<file path="config.mk">
export PLATFORM = sky130hd
export DESIGN_NAME = rate_monotonic_task_scheduler
export DESIGN_NICKNAME = d
export VERILOG_FILES = /design/src/rmts_pkg.sv /design/src/rmts_datapath.sv /design/src/rmts_controller.sv /design/src/rate_monotonic_task_scheduler.sv
export SDC_FILE = /design/constraint.sdc
export NUM_CORES = 2
export LEC_CHECK = 0
export BUFFER_PORTS_ARGS = -buffer_cell sky130_fd_sc_hd__buf_4
export CAP_MARGIN = 20
export CORE_ASPECT_RATIO = 1.2
export CORE_UTILIZATION = 30
export CTS_BUF_LIST = sky130_fd_sc_hd__clkbuf_8
export CTS_CLUSTER_DIAMETER = 200
export DETAILED_ROUTE_END_ITERATION = 12
export HOLD_SLACK_MARGIN = 0.15
export PLACE_DENSITY = 0.52
export SLEW_MARGIN = 10
export SYNTH_ARGS = -nofsm -noshare
export SYNTH_HDL_FRONTEND = slang
export SYNTH_HIERARCHICAL = 1
export SYNTH_SLANG_ARGS = --single-unit
export TNS_END_PERCENT = 30
</file>
<file path="constraint.sdc">
create_clock -name clock -period 8.8 [get_ports clock]
set_input_delay 2.2 -clock clock [delete_from_list [all_inputs] [get_ports clock]]
set_output_delay 2.2 -clock clock [all_outputs]
set_load 0.03 [all_outputs]
</file>
<file path="src/rmts_pkg.sv">
// ----------------------------------------------------------------------------
// rmts_pkg
// Types and constants shared by the rate-monotonic task scheduler modules.
// ----------------------------------------------------------------------------
package rmts_pkg;

   localparam int unsigned UTIL_SCALE = 1000000;
   localparam logic [19:0] UTIL_LIMIT_RESET = 20'd693000;

   typedef enum logic [1:0] {
      OP_REGISTER   = 2'd0,
      OP_YIELD      = 2'd1,
      OP_DEREGISTER = 2'd2,
      OP_WAKEUP     = 2'd3
   } opcode_type;

   localparam logic [2:0] ST_OK       = 3'd0;
   localparam logic [2:0] ST_REJECTED = 3'd1;
   localparam logic [2:0] ST_FULL     = 3'd2;
   localparam logic [2:0] ST_UNKNOWN  = 3'd3;
   localparam logic [2:0] ST_MISSED   = 3'd4;
   localparam logic [2:0] ST_ZERO_PER = 3'd5;

   localparam logic [1:0] RS_SLEEP = 2'd0;
   localparam logic [1:0] RS_READY = 2'd1;
   localparam logic [1:0] RS_RUN   = 2'd2;

   typedef struct packed {
      logic [1:0]  opcode;
      logic [21:0] task_id;
      logic [15:0] period_ticks;
      logic [15:0] runtime_ticks;
      logic [31:0] now_ms;
   } req_type;

   typedef struct packed {
      logic [2:0]  status;
      logic        run_valid;
      logic [21:0] run_task_id;
      logic        preempt_valid;
      logic [21:0] preempt_task_id;
      logic        timer_valid;
      logic [31:0] timer_deadline;
      logic [19:0] total_utilization;
   } rsp_type;

   // controller -> datapath
   typedef struct packed {
      logic load;      // capture request, start multiply
      logic div_start;
      logic scan_start;
      logic execute;   // apply event, start dispatch scan
      logic commit;    // apply dispatch, build response
      logic reply;     // latch run fields of the response
   } cmd_type;

   // datapath -> controller
   typedef struct packed {
      logic div_done;
      logic scan_done;
   } sts_type;

endpackage

</file>
<file path="src/rmts_datapath.sv">
// ----------------------------------------------------------------------------
// rmts_datapath
// Slot table, serial utilization divider, slot scans and dispatch.
// ----------------------------------------------------------------------------
module rmts_datapath #(
   parameter int MAX_TASKS = 16
) (
   input  logic                clock,
   input  logic                reset,
   input  rmts_pkg::cmd_type   cmd,
   output rmts_pkg::sts_type   sts,
   input  rmts_pkg::req_type   req,
   input  logic [19:0]         util_limit,
   output rmts_pkg::rsp_type   rsp
);
   import rmts_pkg::*;

   localparam int SW = (MAX_TASKS > 1) ? $clog2(MAX_TASKS) : 1;
   localparam int CW = $clog2(MAX_TASKS + 1);

   logic [MAX_TASKS-1:0] valid_ff;
   logic [21:0] id_ff [MAX_TASKS];
   logic [15:0] per_ff [MAX_TASKS];
   logic [19:0] util_ff [MAX_TASKS];
   logic [31:0] dl_ff [MAX_TASKS];
   logic [1:0]  rs_ff [MAX_TASKS];
   logic [MAX_TASKS-1:0] started_ff;

   logic        cur_valid_ff;
   logic [SW-1:0] cur_slot_ff;
   logic [19:0] sum_ff;
   req_type     req_ff;
   rsp_type     rsp_ff;

   // divider: 36-bit numerator / 16-bit divisor, one quotient bit per cycle
   logic [35:0] num_ff;
   logic [16:0] rem_ff;
   logic [5:0]  div_cnt_ff;
   logic        div_busy_ff;
   logic [16:0] rem_shift;

   // scan over slots
   logic [CW-1:0] scan_ff;
   logic          scan_busy_ff;
   logic          scan_dispatch_ff;
   logic          found_ff, free_ok_ff, best_ok_ff;
   logic [SW-1:0] found_slot_ff, free_slot_ff, best_slot_ff;
   logic [SW-1:0] scan_idx;
   logic          dispatch_ff;
   logic [2:0]    status_ff;
   logic          timer_v_ff;
   logic [31:0]   timer_d_ff;

   logic [31:0] new_dl;
   logic [19:0] util_q;
   logic [36:0] admit_sum;
   logic        run_ok;

   assign scan_idx = scan_ff[SW-1:0];
   assign util_q   = num_ff[19:0];
   assign rem_shift = {rem_ff[15:0], num_ff[35]};
   assign admit_sum = {17'd0, sum_ff} + {1'b0, num_ff};
   assign new_dl = started_ff[found_slot_ff]
                   ? dl_ff[found_slot_ff] + {16'd0, per_ff[found_slot_ff]}
                   : req_ff.now_ms + {16'd0, per_ff[found_slot_ff]};

   assign sts.div_done  = div_busy_ff && (div_cnt_ff == 6'd0);
   assign sts.scan_done = scan_busy_ff && (scan_ff == CW'(MAX_TASKS));

   // run fields follow the committed selection
   assign run_ok = cur_valid_ff && valid_ff[cur_slot_ff] && rs_ff[cur_slot_ff] == RS_RUN;
   assign rsp    = rsp_ff;

   always_ff @(posedge clock) begin
      if (reset) begin
         valid_ff     <= '0;
         cur_valid_ff <= 1'b0;
         cur_slot_ff  <= '0;
         sum_ff       <= '0;
         div_busy_ff  <= 1'b0;
         scan_busy_ff <= 1'b0;
      end else begin
         if (cmd.load) begin
            req_ff <= req;
            num_ff <= 36'(req.runtime_ticks) * 36'(UTIL_SCALE);
         end
         if (cmd.div_start) begin
            rem_ff      <= '0;
            div_cnt_ff  <= 6'd36;
            div_busy_ff <= 1'b1;
         end else if (div_busy_ff && div_cnt_ff != 6'd0) begin
            if (rem_shift >= {1'b0, req_ff.period_ticks}) begin
               rem_ff <= rem_shift - {1'b0, req_ff.period_ticks};
               num_ff <= {num_ff[34:0], 1'b1};
            end else begin
               rem_ff <= rem_shift;
               num_ff <= {num_ff[34:0], 1'b0};
            end
            div_cnt_ff <= div_cnt_ff - 6'd1;
         end else if (div_busy_ff) begin
            div_busy_ff <= 1'b0;
         end

         if (cmd.scan_start || cmd.execute) begin
            scan_ff          <= '0;
            scan_busy_ff     <= 1'b1;
            scan_dispatch_ff <= cmd.execute;
            found_ff         <= 1'b0;
            free_ok_ff       <= 1'b0;
            best_ok_ff       <= 1'b0;
         end else if (scan_busy_ff && scan_ff != CW'(MAX_TASKS)) begin
            if (!scan_dispatch_ff) begin
               if (valid_ff[scan_idx] && id_ff[scan_idx] == req_ff.task_id && !found_ff) begin
                  found_ff      <= 1'b1;
                  found_slot_ff <= scan_idx;
               end
               if (!valid_ff[scan_idx] && !free_ok_ff) begin
                  free_ok_ff   <= 1'b1;
                  free_slot_ff <= scan_idx;
               end
            end else if (valid_ff[scan_idx] && rs_ff[scan_idx] == RS_READY &&
                         (!best_ok_ff || per_ff[scan_idx] < per_ff[best_slot_ff])) begin
               best_ok_ff   <= 1'b1;
               best_slot_ff <= scan_idx;
            end
            scan_ff <= scan_ff + CW'(1);
         end else if (scan_busy_ff) begin
            scan_busy_ff <= 1'b0;
         end

         if (cmd.execute) begin
            status_ff   <= ST_OK;
            timer_v_ff  <= 1'b0;
            timer_d_ff  <= '0;
            dispatch_ff <= 1'b0;
            if (req_ff.opcode == OP_REGISTER) begin
               if (req_ff.period_ticks == 16'd0) begin
                  status_ff <= ST_ZERO_PER;
               end else if (admit_sum > {17'd0, util_limit}) begin
                  status_ff <= ST_REJECTED;
               end else if (!free_ok_ff) begin
                  status_ff <= ST_FULL;
               end else begin
                  valid_ff[free_slot_ff]   <= 1'b1;
                  id_ff[free_slot_ff]      <= req_ff.task_id;
                  per_ff[free_slot_ff]     <= req_ff.period_ticks;
                  util_ff[free_slot_ff]    <= util_q;
                  dl_ff[free_slot_ff]      <= '0;
                  rs_ff[free_slot_ff]      <= RS_SLEEP;
                  started_ff[free_slot_ff] <= 1'b0;
                  sum_ff                   <= admit_sum[19:0];
               end
            end else if (!found_ff) begin
               status_ff <= ST_UNKNOWN;
            end else begin
               case (opcode_type'(req_ff.opcode))
                  OP_YIELD: begin
                     dl_ff[found_slot_ff]      <= new_dl;
                     started_ff[found_slot_ff] <= 1'b1;
                     if (new_dl < req_ff.now_ms) begin
                        status_ff <= ST_MISSED;
                     end else begin
                        timer_v_ff <= 1'b1;
                        timer_d_ff <= new_dl;
                        rs_ff[found_slot_ff] <= RS_SLEEP;
                        dispatch_ff <= 1'b1;
                     end
                  end
                  OP_DEREGISTER: begin
                     valid_ff[found_slot_ff] <= 1'b0;
                     rs_ff[found_slot_ff]    <= RS_SLEEP;
                     sum_ff <= sum_ff - util_ff[found_slot_ff];
                     if (cur_valid_ff && cur_slot_ff == found_slot_ff) begin
                        cur_valid_ff <= 1'b0;
                        dispatch_ff  <= 1'b1;
                     end
                  end
                  OP_WAKEUP: begin
                     rs_ff[found_slot_ff] <= RS_READY;
                     dispatch_ff <= 1'b1;
                  end
                  default: begin
                  end
               endcase
            end
         end

         if (cmd.commit) begin
            rsp_ff.preempt_valid   <= 1'b0;
            rsp_ff.preempt_task_id <= '0;
            if (dispatch_ff && best_ok_ff) begin
               if (cur_valid_ff && valid_ff[cur_slot_ff] && rs_ff[cur_slot_ff] == RS_RUN) begin
                  if (per_ff[cur_slot_ff] > per_ff[best_slot_ff]) begin
                     rs_ff[cur_slot_ff]     <= RS_READY;
                     rs_ff[best_slot_ff]    <= RS_RUN;
                     cur_slot_ff            <= best_slot_ff;
                     rsp_ff.preempt_valid   <= 1'b1;
                     rsp_ff.preempt_task_id <= id_ff[cur_slot_ff];
                  end
               end else begin
                  rs_ff[best_slot_ff] <= RS_RUN;
                  cur_slot_ff         <= best_slot_ff;
                  cur_valid_ff        <= 1'b1;
               end
            end
            rsp_ff.status            <= status_ff;
            rsp_ff.timer_valid       <= timer_v_ff;
            rsp_ff.timer_deadline    <= timer_d_ff;
            rsp_ff.total_utilization <= sum_ff;
         end

         if (cmd.reply) begin
            rsp_ff.run_valid   <= run_ok;
            rsp_ff.run_task_id <= run_ok ? id_ff[cur_slot_ff] : '0;
         end
      end
   end

endmodule

</file>
<file path="src/rmts_controller.sv">
// ----------------------------------------------------------------------------
// rmts_controller
// Sequences one transaction: capture, divide, scan, execute, dispatch, reply.
// ----------------------------------------------------------------------------
module rmts_controller (
   input  logic              clock,
   input  logic              reset,
   input  logic              req_valid,
   output logic              req_stall,
   output logic              rsp_valid,
   input  logic              rsp_stall,
   output rmts_pkg::cmd_type cmd,
   input  rmts_pkg::sts_type sts
);
   import rmts_pkg::*;

   typedef enum logic [2:0] {
      S_IDLE, S_DIV, S_SCAN, S_EXEC, S_DISP, S_COMMIT, S_RESP
   } state_type;

   state_type state_ff;
   logic      req_acc;

   assign req_stall = (state_ff != S_IDLE);
   assign req_acc   = req_valid && !req_stall;
   assign rsp_valid = (state_ff == S_RESP);

   always_comb begin
      cmd.load       = req_acc;
      cmd.div_start  = req_acc;
      cmd.scan_start = (state_ff == S_DIV) && sts.div_done;
      cmd.execute    = (state_ff == S_SCAN) && sts.scan_done;
      cmd.commit     = (state_ff == S_DISP) && sts.scan_done;
      cmd.reply      = (state_ff == S_COMMIT);
   end

   always_ff @(posedge clock) begin
      if (reset) begin
         state_ff <= S_IDLE;
      end else begin
         case (state_ff)
            S_IDLE:   if (req_acc) state_ff <= S_DIV;
            S_DIV:    if (sts.div_done) state_ff <= S_SCAN;
            S_SCAN:   if (sts.scan_done) state_ff <= S_DISP;
            S_EXEC:   state_ff <= S_DISP;
            S_DISP:   if (sts.scan_done) state_ff <= S_COMMIT;
            S_COMMIT: state_ff <= S_RESP;
            S_RESP:   if (!rsp_stall) state_ff <= S_IDLE;
            default:  state_ff <= S_IDLE;
         endcase
      end
   end

endmodule

</file>
<file path="src/rate_monotonic_task_scheduler.sv">
// ----------------------------------------------------------------------------
// rate_monotonic_task_scheduler
// Serves one request at a time: a 36-step serial divider, then a lookup scan
// and a dispatch scan over the slots. The next request is taken after the
// reply. Reset (synchronous): slot table empty, no current task, sum zero,
// limit 693000.
// ----------------------------------------------------------------------------
module rate_monotonic_task_scheduler #(
   parameter int MAX_TASKS = 16
) (
   input  logic              clock,
   input  logic              reset,
   input  logic              req_valid,
   output logic              req_stall,
   input  rmts_pkg::req_type req_data,
   output logic              rsp_valid,
   input  logic              rsp_stall,
   output rmts_pkg::rsp_type rsp_data,
   input  logic              csr_write,
   input  logic [19:0]       csr_data
);
   import rmts_pkg::*;

   cmd_type     cmd;
   sts_type     sts;
   logic [19:0] limit_ff;

   always_ff @(posedge clock) begin
      if (reset) begin
         limit_ff <= UTIL_LIMIT_RESET;
      end else if (csr_write) begin
         limit_ff <= csr_data;
      end
   end

   rmts_controller u_ctrl (
      .clock, .reset, .req_valid, .req_stall, .rsp_valid, .rsp_stall, .cmd, .sts
   );

   rmts_datapath #(.MAX_TASKS(MAX_TASKS)) u_dp (
      .clock, .reset, .cmd, .sts, .req(req_data), .util_limit(limit_ff), .rsp(rsp_data)
   );

endmodule

</file>
; Yosys cells after proc, flatten, opt, wreduce, memory -nomap -nowiden
; Memories as Yosys holds them, arrays and structs flattened. A register that Yosys moved wholly into a read port is not among the register bits.
; Cells that the tools add are included.
[classes]
mul = 1
muxes = 147
n_reduce_logical = 65
addsub = 7
magnitude_cmp = 11
n_bitwise = 14
n_eq_ne = 27
[op_table]
columns = operator, count
row1 = $mux W16, 14
row2 = $mux W20, 6
row3 = $mux W36, 3
row4 = $mux W4, 21
row5 = $mux W1, 74
row6 = $add A32 B16 Y32, 2
row7 = $mux W32, 2
row8 = $add A20 B36 Y37, 1
row9 = $gt A37 B20 Y1, 1
row10 = $mux W3, 11
row11 = $and A16 B16 Y16, 2
row12 = $lt A32 B32 Y1, 1
row13 = $not A16 Y16, 2
row14 = $or A16 B16 Y16, 2
row15 = $reduce_or A32 Y1, 1
row16 = $mul A16 B14 Y30 const B, 1
row17 = $mux W23, 1
row18 = $eq A22 B22 Y1, 1
row19 = $pmux W3 S7, 1
row20 = $lt A4 B5 Y1 const B, 4
row21 = $reduce_and A5 Y1, 4
row22 = $sub A20 B20 Y20, 1
row23 = $logic_and A1 B1 Y1, 19
row24 = $reduce_bool A2 Y1, 9
row25 = other kinds (40), 88
[word_totals]
n_memories = 5
ram_bits = 1472
reg_bits = 372
[mem_list]
columns = memory, depth, word_bits, rd, rd_ports_with_merged_regs, write_ports, line
row1 = u_dp.dl_ff, 16, 32, 1, 1, 1, rmts_datapath.sv:25  ; logic [31:0] dl_ff [MAX_TASKS];
row2 = u_dp.id_ff, 16, 22, 2, 2, 1, rmts_datapath.sv:22  ; logic [21:0] id_ff [MAX_TASKS];
row3 = u_dp.util_ff, 16, 20, 1, 1, 1, rmts_datapath.sv:24  ; logic [19:0] util_ff [MAX_TASKS];
row4 = u_dp.per_ff, 16, 16, 4, 4, 1, rmts_datapath.sv:23  ; logic [15:0] per_ff [MAX_TASKS];
row5 = u_dp.rs_ff, 16, 2, 2, 2, 2, rmts_datapath.sv:26  ; logic [1:0] rs_ff [MAX_TASKS];

; Longest topological paths before layout
[logic_depth]
depth_word = 16
depth_mapped = 35

; Modules after synthesis
; The synthesis kept the hierarchy.
[by_module_without_submodules]
columns = module, cells_each, area_per_inst_um2, instances
row1 = rmts_datapath, 5358, 90458.0, 1
row2 = rate_monotonic_task_scheduler, 65, 734.5, 1
row3 = rmts_controller, 35, 322.8, 1

; Worst setup path before layout
; Ideal clock, no wire load.
[synth_timing]
path_type = flip-flop to flip-flop
start = reg u_dp.num_ff[0]
end = mem u_dp.id_ff[15][0], enable pin
path_buffers = 1
setup_ps = 545
setup_slack_ps = -51
arrival_ps = 8306
path_stages_with_launch = 21
period_less_slack_ps = 8851
path_cell_list = edfxtp_1 ha_1 fa_1 a211oi_2 o211ai_2 a311oi_4 o31ai_1 nand3_1 nand2_1 xor2_1 ha_1 or3_1 a221oi_1 o211ai_1 o21ai_0 and4_1 o211ai_1 nor4_1 nand4_1 clkbuf_1 nor3_1
[synth_between]
elab_chain_cells = 8
[synth_rtl]
columns = item, line
row1 = start: declaration, rmts_datapath.sv:36  ; logic [35:0] num_ff;
row2 = start signal: assignment, rmts_datapath.sv:85  ; num_ff <= 36'(req.runtime_ticks) * 36'(UTIL_SCALE);
row3 = start signal: assignment, rmts_datapath.sv:94  ; num_ff <= {num_ff[34:0], 1'b1};
row4 = start signal: assignment, rmts_datapath.sv:97  ; num_ff <= {num_ff[34:0], 1'b0};
row5 = $add A20 B36 Y37, rmts_datapath.sv:62  ; assign admit_sum = {17'd0, sum_ff} + {1'b0, num_ff};
row6 = $gt A37 B20 Y1, rmts_datapath.sv:139  ; end else if (admit_sum > {17'd0, util_limit}) begin
row7 = $mux W1, rmts_datapath.sv:139
row8 = $mux W1, rmts_datapath.sv:137  ; if (req_ff.period_ticks == 16'd0) begin
row9 = $mux W1, rmts_datapath.sv:136  ; if (req_ff.opcode == OP_REGISTER) begin
row10 = $mux W1, rmts_datapath.sv:131  ; if (cmd.execute) begin
row11 = $mux W1, rmts_datapath.sv:75  ; if (reset) begin
row12 = $mux W1 (not written as such), rmts_datapath.sv:145  ; id_ff[free_slot_ff] <= req_ff.task_id;
row13 = end: declaration, rmts_datapath.sv:22
; No other way between the ends.

==> flow_summary.yaml <==
drt:
  detail_route.vias_per_cell: 5.31
  antenna_violating_nets_post_route: 0
  route.final.wire_length_um: 275000
  drc: 0
  detailedRoute.firstPassIterationCount: 6
  wire_per_inst_um: 27.2
  dr.first_iter.drc_count: 5335
  vias: 53600
power:
  sequentialPowerShare_pct: 50.5
  sw_share_pct: 27.8
  p_leak_uw: 0.0362
  comb_power_share_pct: 13.0
  powerDensity_nw_per_um2: 196
  power_frac_clock_pct: 36.6
  ir_worst_vdd_uv: 132
  power.internal_uw: 14800
  power.total_uw: 20500
  switching_power_uw: 5690
grt:
  grt_antenna_before_repair: 19
  grt_max_degree: 84
  grt_first_pass_wirelength_um: 397000
  groute.usage.overall_pct: 17.7
  grt_overflow_total: 0
  grt_pass1_vias: 56400
timing:
  clock_skews_ns: 0.0948
  fmax_mhz: 119
  max_slew_violation_count: 0
  max-slew-margin-rel_pct: 22.3
  report.final.hold_viol_count: 0
  period_minus_slack_ns: 8.38
  worstMarginPinSlew_ns: 1.16
  timing.setup.tns_ns: 0
  final_min_period_over_clock_period_pct: 95.2
  final-setup-viol-count: 0
  grt_setup_unrepaired: "no"
layout:
  final_cell_mix: "sky130_fd_sc_hd__edfxtp_1, sky130_fd_sc_hd__mux4_2, sky130_fd_sc_hd__inv_1"
  layout_cell_share_with_drive_strength_beyond_1_pct: 28.0
  flow.area_growth_from_synthesis_pct: 14.0
  final_nets: 6252
  nFillCells: 28800
  final_core_utilization_pct: 34.5
  mostFrequentLayoutCell: "sky130_fd_sc_hd__edfxtp_1"
floorplanning:
  vertical_extent_of_the_die_um: 607
  die_area_um2: 307000
  die_width_um: 506
  rows: 221
  boundaryPins: 217
  core_um2: 303000
  initial_utilization_pct: 30.2
flow_run:
  cap_violations: 0
synth:
  yosys-mux-area-fraction_pct: 21.0
  synth_seq_area_share_pct: 59.8
  synth_top_family_by_area: "multiplexers"
  synthXorXnorAreaFrac_pct: 1.27
  synth_cell_types: 101
  synthSimpleGateAreaFrac_pct: 5.51
  synth_fa_ha_area_share_pct: 4.89
  async_set_reset_flop_share_out_of_synthesis_pct: 0
  synth-seq-cells: 1860
  synth_enable_flop_cells: 1746
  synth_area_um2: 91500
  total_of_warnings_raised_by_yosys: 6
  dominantRegCellSynth: "sky130_fd_sc_hd__edfxtp_1"
  area_fraction_in_compound_gates_after_synthesis_pct: 4.76
  synthCells: 5458
  synth_nets: 5893
  syn_avg_cell_area_um2: 16.8
place:
  gp_congestion: 0.873
  dp_hpwl_um: 166000
  number_of_input_and_output_port_buffers_inserted: 216
clock_tree:
  clock_transition_at_the_registers_of_the_reported_paths_ns: 0.06
  clockRootBuffer: "sky130_fd_sc_hd__clkbuf_8"
  tritoncts_clock_tree: "built"
  clock_sink_count: 1860
  ctsHoldBuffers: 0
  clock_h_tree_levels: 5
  max-clock-path-buffers: 4
  clock_latency_ns: 1.05
  postCtsSetupRepairBufs: 0
  cts_buffers: 325
  cts_resized: 0
worst_setup_path:
  path_class: "reg -> reg"
  timing.rr.end: "u_dp/rs_ff[14][0]"
  worst-endpoint-arrival_ns: 9.34
  regToRegStartpoint: "u_dp/found_slot_ff[0]"
  critical_path.startpoint_type: "flop"
  crit_path_end_kind: "flop"
  worstRegToRegCells: 25
  r2r_setup_slack_ns: 0.42
  critical_path.max_fanout: 9
  critical_path_required_ns: 9.77
min_path:
  min_delay_path_depth: 0
  hold_path.class: "reg -> reg"
  worst_hold_startpoint: "u_dp/timer_d_ff[1]"
  worst_hold_path.endpoint: "u_dp/rsp[21]"
run_status:
  outcome: "finished clean"
[critical path: stages (launching register included)]
cell                        delay, ns
sky130_fd_sc_hd__edfxtp_1        0.58
sky130_fd_sc_hd__mux4_2          0.56
sky130_fd_sc_hd__mux4_2          0.60
sky130_fd_sc_hd__mux2_2          0.34
sky130_fd_sc_hd__ha_1            0.24
sky130_fd_sc_hd__fa_1            0.47
sky130_fd_sc_hd__a21o_1          0.20
sky130_fd_sc_hd__a21oi_1         0.39
sky130_fd_sc_hd__o21ai_0         0.19
sky130_fd_sc_hd__a2111oi_0       0.68
sky130_fd_sc_hd__o41a_1          0.37
sky130_fd_sc_hd__o21a_1          0.27
sky130_fd_sc_hd__nor4_4          0.08
sky130_fd_sc_hd__nand2_1         0.12
sky130_fd_sc_hd__xnor2_1         0.12
sky130_fd_sc_hd__buf_4           0.14
sky130_fd_sc_hd__inv_1           0.04
sky130_fd_sc_hd__ha_1            0.26
sky130_fd_sc_hd__and4_1          0.21
sky130_fd_sc_hd__nand3_1         0.10
sky130_fd_sc_hd__o31ai_1         0.83
sky130_fd_sc_hd__nor2_1          0.26
sky130_fd_sc_hd__a21oi_1         0.66
sky130_fd_sc_hd__a22oi_1         0.17
sky130_fd_sc_hd__nor3b_1         0.19
sky130_fd_sc_hd__a211oi_1        0.23
[state kept, by name (all words and copies together) (netlist names), 4 cells and up, named ones only]
register            count
u_dp/div_cnt_ff         6
u_dp/free_slot_ff       4
u_dp/rsp              102
limit_ff               20
u_dp/rs_ff             32
u_dp/req_ff            72
u_dp/timer_d_ff        32
u_dp/cur_slot_ff        4
u_dp/num_ff            36
u_dp/rem_ff            16
u_dp/id_ff            352
u_dp/best_slot_ff       4
u_dp/scan_ff            5
u_dp/per_ff           256
u_dp/found_slot_ff      4
u_dp/util_ff          320
u_dp/sum_ff            20
u_dp/started_ff        16
u_dp/valid_ff          16
u_dp/dl_ff            512
[power by group through the flow]
stage | combinational [uW] | sequential (uW) | clock, uW
global placement | 2630 | 10500 | 0
CTS | 2660 | 10300 | 7720
global route | 2970 | 10400 | 8080
detailed placement | 2640 | 10500 | 0
floorplan | 1940 | 10300 | 0
finish | 2650 | 10300 | 7480
[worst max path at each step]
stage | cells past startpoint | slack [ns] | end | from
2_1_floorplan | 20 | 0.005 | u_dp/id_ff[0][0] | u_dp/num_ff[0]
3_3_place_gp | 25 | 0.63 | u_dp/rs_ff[14][0] | u_dp/found_slot_ff[0]
3_5_place_dp | 25 | 0.56 | u_dp/rs_ff[14][0] | u_dp/found_slot_ff[0]
4_1_cts | 25 | 0.56 | u_dp/rs_ff[14][0] | flop
5_1_grt | 25 | 0.14 | u_dp/rs_ff[14][0] | flop
6_report | 25 | 0.42 | u_dp/rs_ff[14][0] | u_dp/found_slot_ff[0]
[final cells by class]
class / count / area (um2) / share of cell area, %
sequential: 1860 / 54800 / 52.5
tap: 4014 / 5020 / 4.81
timing repair buffer: 350 / 2960 / 2.83
clock inverter: 245 / 1250 / 1.20
inverter: 297 / 1120 / 1.07
antenna: 7 / 17.5 / 0.0168
multi-input combinational: 2983 / 34600 / 33.1
clock buffer: 341 / 4690 / 4.50
[per-stage QoR]
stage	cell area (um2)	worst slack [ns]	hold WS, ns	instances
after global routing	104000	0.137	0.426	10100
final	104000	0.423	0.418	10100
after detailed placement	98400	0.561	0.405	9501
after floorplan	91500	0.00495	0.400	5458
after global placement	98400	0.626	0.406	9500
after CTS	104000	0.557	0.418	10100
[cell usage after synthesis (13+ instances only)]
library cell               count  area share (%)
sky130_fd_sc_hd__buf_6        14            0.17
sky130_fd_sc_hd__inv_1       296             1.2
sky130_fd_sc_hd__nand2b_1     30            0.21
sky130_fd_sc_hd__clkbuf_1    185            0.76
sky130_fd_sc_hd__and4_1       14            0.13
sky130_fd_sc_hd__o21ai_0     157            0.86
sky130_fd_sc_hd__mux4_2      821              20
sky130_fd_sc_hd__and2_1       62            0.42
sky130_fd_sc_hd__nor3b_1      25            0.21
sky130_fd_sc_hd__or3_1        17            0.12
sky130_fd_sc_hd__nor3_1       68            0.37
sky130_fd_sc_hd__nand3_1      76            0.42
sky130_fd_sc_hd__fa_1         59             1.3
sky130_fd_sc_hd__a221o_1      14            0.15
sky130_fd_sc_hd__buf_4        15            0.12
sky130_fd_sc_hd__buf_2        47            0.26
sky130_fd_sc_hd__a211oi_1     40            0.33
sky130_fd_sc_hd__buf_1        53            0.22
sky130_fd_sc_hd__a22oi_1      13            0.11
sky130_fd_sc_hd__ha_1        263             3.6
sky130_fd_sc_hd__o21a_1       20            0.16
sky130_fd_sc_hd__nor2_1      262             1.1
sky130_fd_sc_hd__o211ai_1     17            0.14
sky130_fd_sc_hd__and3_1       27            0.18
sky130_fd_sc_hd__a21oi_1     173            0.95
sky130_fd_sc_hd__xnor2_1      90            0.86
sky130_fd_sc_hd__o31ai_1      39            0.32
sky130_fd_sc_hd__a21o_1       54            0.44
sky130_fd_sc_hd__nor4_1       21            0.14
sky130_fd_sc_hd__o21bai_1     15            0.12
sky130_fd_sc_hd__nor2b_1      44            0.30
sky130_fd_sc_hd__edfxtp_1   1746              57
sky130_fd_sc_hd__nand2_1     221            0.91
sky130_fd_sc_hd__dfxtp_1     114             2.5
sky130_fd_sc_hd__nand4_1      41            0.28
sky130_fd_sc_hd__xor2_1       43            0.41
sky130_fd_sc_hd__a31oi_1      15            0.10
sky130_fd_sc_hd__mux2i_1      62            0.68
[metal layers]
layer  vias to the layer above  GRT usage, %  wire length [um]
met3                       455          2.84             17600
met1                     28200          22.6            112000
met5                         -             0                 0
met4                         0          5.32              7800
met2                      2073          30.6            138000
li1                      22800             -                 -
[cell families (layout without fill, tap and decap cells)]
logic type | count (synthesis) | count (layout)
xor gates and xnor gates | 133 | 133
other | 0 | 7
muxes | 891 | 891
adders and majority gates | 322 | 322
buffers and inverters | 615 | 1233
DFF | 1860 | 1860
and+or+nand+nor | 971 | 971
AOI/OAI and AO/OA | 666 | 666
(Power assumes the default switching activity.)
